### src/design/cgc_pkg.sv
package cgc_pkg;

    localparam int unsigned LimitWidth = 8;
    localparam int unsigned GestureWidth = 2;
    localparam logic [LimitWidth-1:0] LimitReset = 8'd25;

    typedef enum logic [2:0] {
        M_IDLE          = 3'd0,
        M_FIRST_PUSH    = 3'd1,
        M_FIRST_RELEASE = 3'd2,
        M_SECOND_PUSH   = 3'd3,
        M_LONG_PUSH     = 3'd4
    } t_mode;

    typedef enum logic [GestureWidth-1:0] {
        G_NONE   = 2'd0,
        G_SINGLE = 2'd1,
        G_DOUBLE = 2'd2,
        G_LONG   = 2'd3
    } t_gesture;

    typedef struct packed {
        logic valid;
        logic pressed;
    } t_sample;

endpackage

### src/design/cgc_fsm.sv
module cgc_fsm (
    input  logic                            i_clk,
    input  logic                            i_rst_n,
    input  cgc_pkg::t_sample                i_step,
    input  logic [cgc_pkg::LimitWidth-1:0]  i_limit,
    output cgc_pkg::t_gesture               o_gesture
);
    import cgc_pkg::*;

    t_mode                 r_mode;
    t_mode                 n_mode;
    logic [LimitWidth-1:0] r_count;
    logic [LimitWidth-1:0] n_count;
    logic [LimitWidth-1:0] w_count_inc;

    assign w_count_inc = r_count + 1'b1;

    always_ff @(posedge i_clk) begin
        if (!i_rst_n) begin
            r_mode  <= M_IDLE;
            r_count <= '0;
        end else if (i_step.valid) begin
            r_mode  <= n_mode;
            r_count <= n_count;
        end
    end

    always_comb begin
        n_mode    = r_mode;
        n_count   = r_count;
        o_gesture = G_NONE;
        unique case (r_mode) inside
            M_IDLE: begin
                if (i_step.pressed) begin
                    n_mode = M_FIRST_PUSH;
                end
            end
            M_FIRST_PUSH, M_SECOND_PUSH: begin
                n_count = w_count_inc;
                if (w_count_inc == i_limit) begin
                    n_count   = '0;
                    n_mode    = M_LONG_PUSH;
                    o_gesture = G_LONG;
                end else if (!i_step.pressed) begin
                    n_count = '0;
                    if (r_mode == M_FIRST_PUSH) begin
                        n_mode = M_FIRST_RELEASE;
                    end else begin
                        n_mode    = M_IDLE;
                        o_gesture = G_DOUBLE;
                    end
                end
            end
            M_FIRST_RELEASE: begin
                if (i_step.pressed) begin
                    n_mode = M_SECOND_PUSH;
                end else begin
                    n_mode    = M_IDLE;
                    o_gesture = G_SINGLE;
                end
            end
            M_LONG_PUSH: begin
                if (!i_step.pressed) begin
                    n_mode = M_IDLE;
                end
            end
            default: begin
                n_mode  = M_IDLE;
                n_count = '0;
            end
        endcase
    end

`ifndef ASSERT_OFF
    a_long_clears: assert property (@(posedge i_clk) disable iff (!i_rst_n)
        (i_step.valid && o_gesture == G_LONG) |=> (r_mode == M_LONG_PUSH && r_count == '0))
        else $error("long press did not enter long push with a cleared count");
    a_count_in_push: assert property (@(posedge i_clk) disable iff (!i_rst_n)
        (r_count != '0) |-> (r_mode == M_FIRST_PUSH || r_mode == M_SECOND_PUSH))
        else $error("hold count is nonzero outside a push mode");
    a_idle_quiet: assert property (@(posedge i_clk) disable iff (!i_rst_n)
        (r_mode == M_IDLE || r_mode == M_LONG_PUSH) |-> (o_gesture == G_NONE))
        else $error("gesture reported from idle or long push");
`endif

endmodule

### src/design/click_gesture_classifier.sv
// Classifies polled samples of one push button into single clicks, double clicks
// and long presses, returning one gesture code per sample (0 when no gesture ends).
// One sample item is accepted every cycle unless the result side stalls; its result
// passes from the input register into the result register and is held there until
// taken. The input and result registers bound the path, and the gesture state
// machine with its 8-bit hold counter updates once per item between them. The user
// must write the long press limit through i_cfg_we and i_cfg_data while the block
// is idle; the block does not enforce this. It resets to 25; 0 means 256 held samples.
module click_gesture_classifier (
    input  logic                              i_clk,
    input  logic                              i_rst_n,
    input  logic                              i_valid,
    output logic                              o_ready,
    input  logic                              i_pressed,
    output logic                              o_valid,
    input  logic                              i_ready,
    output logic [cgc_pkg::GestureWidth-1:0]  o_gesture,
    input  logic                              i_cfg_we,
    input  logic [cgc_pkg::LimitWidth-1:0]    i_cfg_data
);
    import cgc_pkg::*;

    logic                    r_in_valid;
    logic                    r_in_pressed;
    logic                    r_out_valid;
    logic [GestureWidth-1:0] r_gesture;
    logic [LimitWidth-1:0]   r_limit;
    logic                    w_advance;
    t_sample                 w_step;
    t_gesture                w_gesture;

    assign w_advance    = r_in_valid && (!r_out_valid || i_ready);
    assign o_ready      = !r_in_valid || w_advance;
    assign w_step       = '{valid: w_advance, pressed: r_in_pressed};
    assign o_valid      = r_out_valid;
    assign o_gesture    = r_gesture;

    always_ff @(posedge i_clk) begin
        if (!i_rst_n) begin
            r_limit <= LimitReset;
        end else if (i_cfg_we) begin
            r_limit <= i_cfg_data;
        end
    end

    always_ff @(posedge i_clk) begin
        if (!i_rst_n) begin
            r_in_valid <= 1'b0;
        end else if (o_ready) begin
            r_in_valid <= i_valid;
        end
    end

    always_ff @(posedge i_clk) begin
        if (o_ready && i_valid) begin
            r_in_pressed <= i_pressed;
        end
    end

    always_ff @(posedge i_clk) begin
        if (!i_rst_n) begin
            r_out_valid <= 1'b0;
        end else if (w_advance) begin
            r_out_valid <= 1'b1;
        end else if (i_ready) begin
            r_out_valid <= 1'b0;
        end
    end

    always_ff @(posedge i_clk) begin
        if (w_advance) begin
            r_gesture <= w_gesture;
        end
    end

    cgc_fsm u_fsm (
        .i_clk     (i_clk),
        .i_rst_n   (i_rst_n),
        .i_step    (w_step),
        .i_limit   (r_limit),
        .o_gesture (w_gesture)
    );

`ifndef ASSERT_OFF
    a_in_hold: assert property (@(posedge i_clk) disable iff (!i_rst_n)
        (r_in_valid && !w_advance) |=> (r_in_valid && $stable(r_in_pressed)))
        else $error("buffered input item lost while the result side stalled");
    a_out_hold: assert property (@(posedge i_clk) disable iff (!i_rst_n)
        (r_out_valid && !i_ready) |=> (r_out_valid && $stable(r_gesture)))
        else $error("result item changed while the result side stalled");
    a_reset_empty: assert property (@(posedge i_clk)
        !i_rst_n |=> (!r_out_valid && !r_in_valid))
        else $error("pipeline not empty after reset");
`endif

endmodule

### config.mk
export PLATFORM = sky130hd
export DESIGN_NAME = click_gesture_classifier
export DESIGN_NICKNAME = d
export VERILOG_FILES = /design/src/design/cgc_pkg.sv /design/src/design/cgc_fsm.sv /design/src/design/click_gesture_classifier.sv
export SDC_FILE = /design/constraint.sdc
export NUM_CORES = 1
export LEC_CHECK = 0
export ABC_AREA = 1
export BUFFER_PORTS_ARGS = -buffer_cell sky130_fd_sc_hd__buf_2
export CAP_MARGIN = 15
export CORE_ASPECT_RATIO = 0.9
export CORE_MARGIN = 4
export CORE_UTILIZATION = 25
export DETAILED_ROUTE_END_ITERATION = 10
export GPL_ROUTABILITY_DRIVEN = 0
export PLACE_DENSITY_LB_ADDON = 0.25
export SLEW_MARGIN = 10
export SYNTH_ARGS = -nofsm -noshare
export SYNTH_HDL_FRONTEND = slang
export SYNTH_HIERARCHICAL = 1
export SYNTH_SLANG_ARGS = --single-unit
### constraint.sdc
create_clock -name i_clk -period 5.1 [get_ports i_clk]
set_clock_uncertainty 0.1 [all_clocks]
set_input_delay 1.02 -clock i_clk [delete_from_list [all_inputs] [get_ports i_clk]]
set_output_delay 1.02 -clock i_clk [all_outputs]
set_load 0.02 [all_outputs]
* Yosys cells after proc, flatten, opt, wreduce, memory -nomap -nowiden
Cells that the tools add are included.
Storage, ports and cells: register bits after elaboration 24, input port bits 14, output and inout bits 4
Cells by class: $add $sub $neg 1, equal/unequal tests 8, multiplexer cells 17, bitwise logic cells 1, reduce and logical (&&, ||, !) cells 12
Operator list (number):
- 2-to-1 mux 8 bit | 2
- one-hot mux 8 bit (2 select lines) | 1
- 2-to-1 mux 3 bit | 4
- one-hot mux 3 bit (4 select lines) | 1
- 2-to-1 mux 2 bit | 5
- adder 8 x 1 -> 8 bit, second input constant | 1
- == test 8 bit | 1
- == test 3 x 2 -> 1 bit, second input constant | 2
- != test 2 bit, second input constant | 2
- one-hot mux 2 bit (2 select lines) | 1
- AND reduction 4 bit | 1
- == test 3 x 1 -> 1 bit, second input constant | 1
- == test 3 bit, second input constant | 1
- zero test 3 bit | 1
- 2-to-1 mux 1 bit | 3
- != test 3 x 2 -> 1 bit, second input constant | 1
- OR reduction 3 bit | 1
- logical AND 1 bit | 2
- zero test 1 bit | 2
- logical OR 1 bit | 2
- AND reduction 2 bit | 1
- nonzero test 2 bit | 1
- OR reduction 2 bit | 1
- NOT 1 bit | 1

* Logic depth before layout (Yosys ltp)
Gate-level depths: netlist of the first run.
word-level depth 5, gate-level depth with buffers 15, depth with buffers taken out 15

* Cells and area by module
Netlist of the first run, hierarchy kept.
Modules (own cells, without submodules):
- cgc_fsm | instances 1, cells an instance 156, area each 925.9 um^2, seq. area each 220.2 um^2
- click_gesture_classifier | instances 1, cells an instance 51, area each 476.7 um^2, seq. area each 290.3 um^2

* Least setup slack after synthesis of the first run
No wires, ideal clock.
path type input to output, start in i_ready, end out o_ready, arrival 1236 ps, path slack 2744 ps, cell stages on the path 2, buffers on the path 0, cells stage by stage inv_1 nand3_2
Between the ends: cells in the longest elaborated chain, start to end 3
RTL lines:
- from (decl) | line click_gesture_classifier.sv:16 | input logic i_ready,
- logical OR 1 bit | line click_gesture_classifier.sv:32 | assign w_advance = r_in_valid && (!r_out_valid || i_ready);
- logical AND 1 bit | line click_gesture_classifier.sv:32
- logical OR 1 bit | line click_gesture_classifier.sv:33 | assign o_ready = !r_in_valid || w_advance;
- to (decl) | line click_gesture_classifier.sv:13 | output logic o_ready,
No other way between the ends.

* Final worst setup path of the first run
Ends and elaborated chain as after synthesis.

==> flow_summary_export.csv, run 1 <==
group,metric,value,unit
layout,nets,241,
setup_path,arrival,1450,ps
floorplanning,die_area,6870,sq um
drt,ant_nets,0,
worst_hold_path,hold_start,"r_limit[3]$_SDFFE_PN1P_",
pwr,intPower,0.277,mW
synthesis,syn_area,1400,sq um
synthesis,synthFlopType,"dfxtp_1",
clocking,cts-buffers-inserted,3,
clocking,clkTransAtPathRegs,80,ps
clocking,cts_root_buffer,"clkbuf_8",
layout,finalInstanceArea,1590,sq um
floorplanning,io_pins,18,
drt,wire_per_inst,9.88,microns
layout,area_delta_synth_final,13.6,%
clocking,cts_resized,0,
placement,port_buffers,17,
synthesis,yosys.area_share.xor_xnor,0.0125,
clocking,htree_levels,1,
synthesis,yosysMostFrequentCell,"nand2_1",
synthesis,syn-num-nets,222,
pwr,p_per_area,242,nW/um^2
worst_hold_path,min_path_cells,2,
floorplanning,core,5350,sq um
synthesis,async_flop_share,0,
synthesis,synth_top_family_by_area,"simple AND/OR/NAND/NOR gates",
synthesis,yosysWarnings,6,
synthesis,synth_mux_area_frac,0,
setup_path,r2r_cells,13,
sta,finalSetupViolations,0,
pwr,p_seq_frac,0.542,
synthesis,synth_area_leaders,"dfxtp_1, nand2_1, inv_1",
setup_path,cp-start-kind,"primary input",
synthesis,synth_area_per_cell,6.78,sq um
clocking,postCtsSetupRepairBufs,0,
pwr,power_switching,0.108,mW
global_routing,grt_max_degree,16,
setup_path,path_max_fanout,3,
setup_path,reg2reg_from,"u_fsm/r_count[0]$_SDFFE_PN0P_",
synthesis,seq_area_frac_synth,0.364,
global_routing,grt_remaining_overflow,0,
setup_path,worstSetupPathType,"primary input to primary output",
drt,drc,0,
layout,antenna_cells_inserted,0,
pwr,pwr-share-comb,0.157,
job,max-cap-violations,0,
drt,drt-total-wl,2890,microns
pwr,vdd_ir_drop_max,116,uV
placement,place_area,1550,sq um
sta,fin_crit,2570,ps
synthesis,ys_ff_latch,24,
floorplanning,die_x,87.0,microns
clocking,cts_tree,"yes",
sta,maxSlewHeadroom,0.685,
synthesis,yosysTopAreaCellShare,0.300,
floorplanning,initial_utilization,0.262,
worst_hold_path,hold_path_end,"r_limit[3]$_SDFFE_PN1P_",
setup_path,end_kind,"primary output",
setup_path,reg2reg_slack,3140,ps
placement,dp.final_hpwl,2210,microns
drt,drt_iter0_markers,47,
global_routing,grt_usage,0.0869,
sta,hold_viol_final,0,
synthesis,synth_compound_area_frac,0.104,
drt,vias_per_cell,4.20,
pwr,switching_share,0.280,
synthesis,synth.distinct_cells,28,
sta,rsz0062_at_grt,"false",
sta,drv_slew,0,
pwr,p_leak,0.681,nW
synthesis,synth_cells,207,
clocking,ctsLongestPathBuffers,2,
synthesis,yosysTopAreaCell,"dfxtp_1",
floorplanning,rows,25,
sta,tns,0,ps
pwr,p_clk_frac,0.301,
setup_path,reg2reg_to,"u_fsm/r_count[0]$_SDFFE_PN0P_",
worst_hold_path,hp-class,"flip-flop to flip-flop",
synthesis,yosys-top-cells-count,"nand2_1, inv_1, dfxtp_1",
layout,layout-drive-gt1-share,0.173,
setup_path,required,3980,ps
sta,max_freq,388,MHz
sta,post-route-period-util,0.505,
clocking,clkSinkCount,24,
clocking,clock_latency,270,ps
drt,route.vias.total,1226,
global_routing,antenna_found_initial,0,
global_routing,grt_first_pass_wirelength,4840,microns
outcome,status,"finished clean",
synthesis,synth-simple-area-share,0.399,
synthesis,synth_edf_count,3,
synthesis,synth-adder-area-share,0.00892,
floorplanning,dieHeight,79.1,microns
sta,tightest_slew,471,ps
clocking,holdBufCountCts,0,
drt,first_pass_iters,4,
global_routing,grt_pass1_vias,1049,
logic make-up (layout without fill, tap and decap cells):
group,Yosys count,count (layout)
and+or+nand+nor,115,115
DFF,24,24
buffers and inverters,36,54
xor gates and xnor gates,2,2
adders and majority gates,1,1
AOI/OAI and AO/OA,29,29
how the worst max path moves through the flow:
stage / startpoint / endpoint / slack (ps)
finish: i_ready / o_ready / 2530
global route: i_ready / o_ready / 2470
CTS: i_ready / o_ready / 2530
detailed placement: i_ready / u_fsm/r_count[5]$_SDFFE_PN0P_ / 2430
global placement: i_ready / u_fsm/r_count[5]$_SDFFE_PN0P_ / 2490
floorplan: i_ready / o_ready / 2740
state kept, by name, summed over array words and instances (netlist names):
signal         flops
o_valid            1
r_limit            8
o_gesture          2
u_fsm/r_count      8
r_in_valid         1
r_in_pressed       1
u_fsm/r_mode       3
final cells by class:
class	instances	area, sq um
tap	67	83.8
sequential	24	510
multi-input combinational	147	736
clock buffer	3	41.3
timing repair buffer	17	85.1
inverter	33	134
clock inverter	1	3.75
fill	590	3750
worst max-delay path, cell delays in order:
cell and delay [ps]:
buf_2 90, inv_1 90, nand3_2 80, buf_2 170
power by group through the flow:
stage | Clock [mW] | Combinational (mW) | Sequential [mW]
finish | 0.116 | 0.0604 | 0.209
global route | 0.125 | 0.0686 | 0.210
CTS | 0.122 | 0.0609 | 0.209
detailed placement | 0 | 0.0608 | 0.213
global placement | 0 | 0.0605 | 0.213
floorplan | 0 | 0.0453 | 0.213
placed cells by master (no fill, tap or decap), types with 2 or more instances in the layout:
cell type	n
a21oi_1	19
buf_2	17
clkbuf_8	3
dfxtp_1	21
edfxtp_1	3
inv_1	31
nand2_1	55
nand2_2	4
nand3_1	18
nand3_2	2
nand3_4	2
nand4_1	3
nor2_1	19
nor2_2	5
nor2_4	3
o21ai_0	3
o21ai_1	6
per-stage QoR:
stage               hold slack (ps)  utilization  cells  power [mW]  setup slack [ps]
floorplan                       329            -    207       0.258              2740
global placement                345        0.290    288       0.274              2490
detailed placement              349        0.290    288       0.274              2430
CTS                             372        0.298    292       0.392              2530
global route                    392        0.298    292       0.404              2470
finish                          364        0.298    292       0.385              2530
per-layer routing:
metal  track usage  vias up  routed length [microns]
met5             0        -                        0
met4        0.0280        0                       32
met3        0.0187        5                      121
met2         0.121       27                     1130
met1         0.131      503                     1600
li1              -      691                        -
(Power assumes the default switching activity.)
==> inputs of run 2 (changes only) <==
--- a/config.mk
+++ b/config.mk
@@ -5,7 +5,7 @@
 export SDC_FILE = /design/constraint.sdc
 export NUM_CORES = 1
 export LEC_CHECK = 0
-export ABC_AREA = 1
+export ABC_AREA = 0
 export BUFFER_PORTS_ARGS = -buffer_cell sky130_fd_sc_hd__buf_2
 export CAP_MARGIN = 15
 export CORE_ASPECT_RATIO = 0.9
==> constraint.sdc (replaced) <==
create_clock -name i_clk -period 2.7 [get_ports i_clk]
set_clock_uncertainty 0.1 [all_clocks]
set_input_delay 0.54 -clock i_clk [delete_from_list [all_inputs] [get_ports i_clk]]
set_output_delay 0.54 -clock i_clk [all_outputs]
set_load 0.02 [all_outputs]
==> run 2 against run 1 <==
Clock power increased by 89%. Combinational power rose by 23%. Power increased by 76%. Largest cell class unchanged.
==> flow_summary_export.csv, run 2 <==
group,metric,value,unit
synthesis,yosysMostFrequentCell,"dfxtp_1",
synthesis,synth.distinct_cells,43,
synthesis,synth_area_per_cell,9.28,sq um
global_routing,antenna_found_initial,0,
pwr,intPower,0.514,mW
layout,area_delta_synth_final,14.0,%
drt,route.vias.total,1068,
sta,fin_crit,2440,ps
clocking,ctsLongestPathBuffers,2,
setup_path,cp-start-kind,"flip-flop",
floorplanning,initial_utilization,0.257,
sta,finalSetupViolations,0,
pwr,switching_share,0.242,
setup_path,worstSetupPathType,"flip-flop to flip-flop",
clocking,postCtsSetupRepairBufs,0,
pwr,vdd_ir_drop_max,151,uV
pwr,p_per_area,442,nW/um^2
layout,final_cell_mix,"dfxtp_1, buf_2, nand2_1",
floorplanning,die_x,85.3,microns
pwr,pwr-share-comb,0.109,
synthesis,syn_area,1350,sq um
pwr,p_leak,0.541,nW
setup_path,arrival,2500,ps
global_routing,grt_first_pass_wirelength,4570,microns
clocking,cts_tree,"yes",
layout,mostFrequentLayoutCell,"dfxtp_1",
synthesis,yosys-top-cells-count,"dfxtp_1, nand2_1, nor2b_1",
synthesis,ys_ff_latch,24,
synthesis,syn-num-nets,160,
synthesis,yosysWarnings,6,
clocking,cts_resized,0,
global_routing,grt_usage,0.0861,
global_routing,gr-usage-met3,0.0191,
synthesis,synth_area_leaders,"dfxtp_1, mux2i_1, edfxtp_1",
sta,max_freq,410,MHz
floorplanning,io_pins,18,
global_routing,grt_max_degree,18,
job,max-cap-violations,0,
placement,dp_cells,225,
pwr,p_clk_frac,0.324,
drt,ant_nets,0,
pwr,power_switching,0.164,mW
worst_hold_path,hp-class,"primary input to flip-flop",
layout,layout-drive-gt1-share,0.210,
drt,drt-total-wl,2730,microns
clocking,holdBufCountCts,0,
synthesis,yosysTopAreaCellShare,0.313,
drt,first_pass_iters,4,
clocking,clock_latency,270,ps
sta,maxSlewHeadroom,0.696,
sta,rsz0062_at_grt,"false",
synthesis,synth_cells,145,
drt,wire_per_inst,11.9,microns
global_routing,met2_usage,0.120,
drt,drt_iter0_markers,31,
setup_path,required,2760,ps
setup_path,path_max_fanout,8,
floorplanning,core,5220,sq um
layout,stdcell_count,229,
sta,hold_viol_final,0,
placement,dp.final_hpwl,2050,microns
global_routing,grt_remaining_overflow,0,
global_routing,top_usage_layer,"met1",
outcome,status,"finished clean",
synthesis,yosysTopAreaCell,"dfxtp_1",
setup_path,end_kind,"flip-flop",
sta,tightest_slew,455,ps
sta,drv_slew,0,
placement,port_buffers,17,
drt,drc,0,
clocking,cts_root_buffer,"clkbuf_8",
clocking,cts-buffers-inserted,3,
global_routing,grt_pass1_vias,956,
layout,largest_registers,"r_limit x8, u_fsm/r_count x8, u_fsm/r_mode x3",
clocking,htree_levels,1,
layout,antenna_cells_inserted,0,
clocking,clkSinkCount,24,
sta,post-route-period-util,0.903,
layout,nets,178,
pwr,p_seq_frac,0.567,
synthesis,async_flop_share,0,
floorplanning,die_area,6620,sq um
synthesis,synth_edf_count,3,
clocking,clkTransAtPathRegs,80,ps
drt,vias_per_cell,4.66,
floorplanning,dieHeight,77.6,microns
global_routing,grt.met1_usage,0.123,
floorplanning,rows,25,
synthesis,synthFlopType,"dfxtp_1",
synthesis,seq_area_frac_synth,0.380,
sta,tns,0,ps
## run 2: cell type report
type / count / area [sq um]
Clock buffer: 4 / 45.0
Fill cell: 561 / 3690
Inverter: 6 / 22.5
Multi-Input combinational cell: 108 / 763
Sequential cell: 24 / 510
Tap cell: 67 / 83.8
Timing Repair Buffer: 20 / 108
## run 2: critical path, stage by stage (launching register included)
cell and delay, ps:
dfxtp_1 420, ha_1 310, nand3_2 140, or3_1 400, a211oi_2 310, and3_2 330
nor2_2 50, o221a_1 250
## run 2: final timing paths
kind                                  from                           end  slack, ps  cells past startpoint
max reg2reg  u_fsm/r_count[0]$_SDFFE_PN0P_  u_fsm/r_mode[0]$_SDFFE_PN0P_        260                      7
min reg2reg        r_limit[0]$_SDFFE_PN1P_       r_limit[0]$_SDFFE_PN1P_        410                      2
max          u_fsm/r_count[0]$_SDFFE_PN0P_  u_fsm/r_mode[0]$_SDFFE_PN0P_        260                      7
min                              i_pressed        r_in_pressed$_DFFE_PP_        340                      1
## run 2: cells by family (layout without fill, tap and decap cells)
| family | count (synthesis) | count (layout) | synth area share |
|---|---|---|---|
| AND/OR/NAND/NOR | 58 | 58 | 0.232 |
| AO/OA/AOI/OAI | 29 | 29 | 0.181 |
| flip-flops | 24 | 24 | 0.380 |
| buffers and inverters | 13 | 30 | 0.0539 |
| XOR/XNOR | 11 | 11 | 0.0772 |
| multiplexers | 9 | 9 | 0.0670 |
| adder cells (fa/ha/maj) | 1 | 1 | 0.00930 |
## run 2: routing by layer
metal | wire length (microns) | vias up | share of wire
li1 | - | 555 | -
met4 | 58 | 0 | 0.021
met5 | 0 | - | 0
met1 | 1390 | 483 | 0.51
met2 | 1190 | 26 | 0.43
met3 | 99 | 4 | 0.036
## run 2: power groups by stage
stage               clock network, mW  registers [mW]  logic [mW]
global placement                    0           0.393      0.0750
global route                    0.243           0.386      0.0827
floorplan                           0           0.391      0.0525
detailed placement                  0           0.392      0.0746
finish                          0.219           0.384      0.0740
CTS                             0.228           0.384      0.0749
## run 2: per-stage QoR
step / cell area [sq um] / worst slack [ps] / hold WS, ps / util / power, mW
4_1_cts: 1530 / 187 / 337 / 0.293 / 0.688
3_3_place_gp: 1490 / 236 / 391 / 0.285 / 0.468
5_1_grt: 1530 / 83.5 / 335 / 0.293 / 0.712
2_1_floorplan: 1350 / 409 / 361 / - / 0.444
6_report: 1530 / 262 / 342 / 0.293 / 0.677
3_5_place_dp: 1490 / 198 / 397 / 0.285 / 0.467
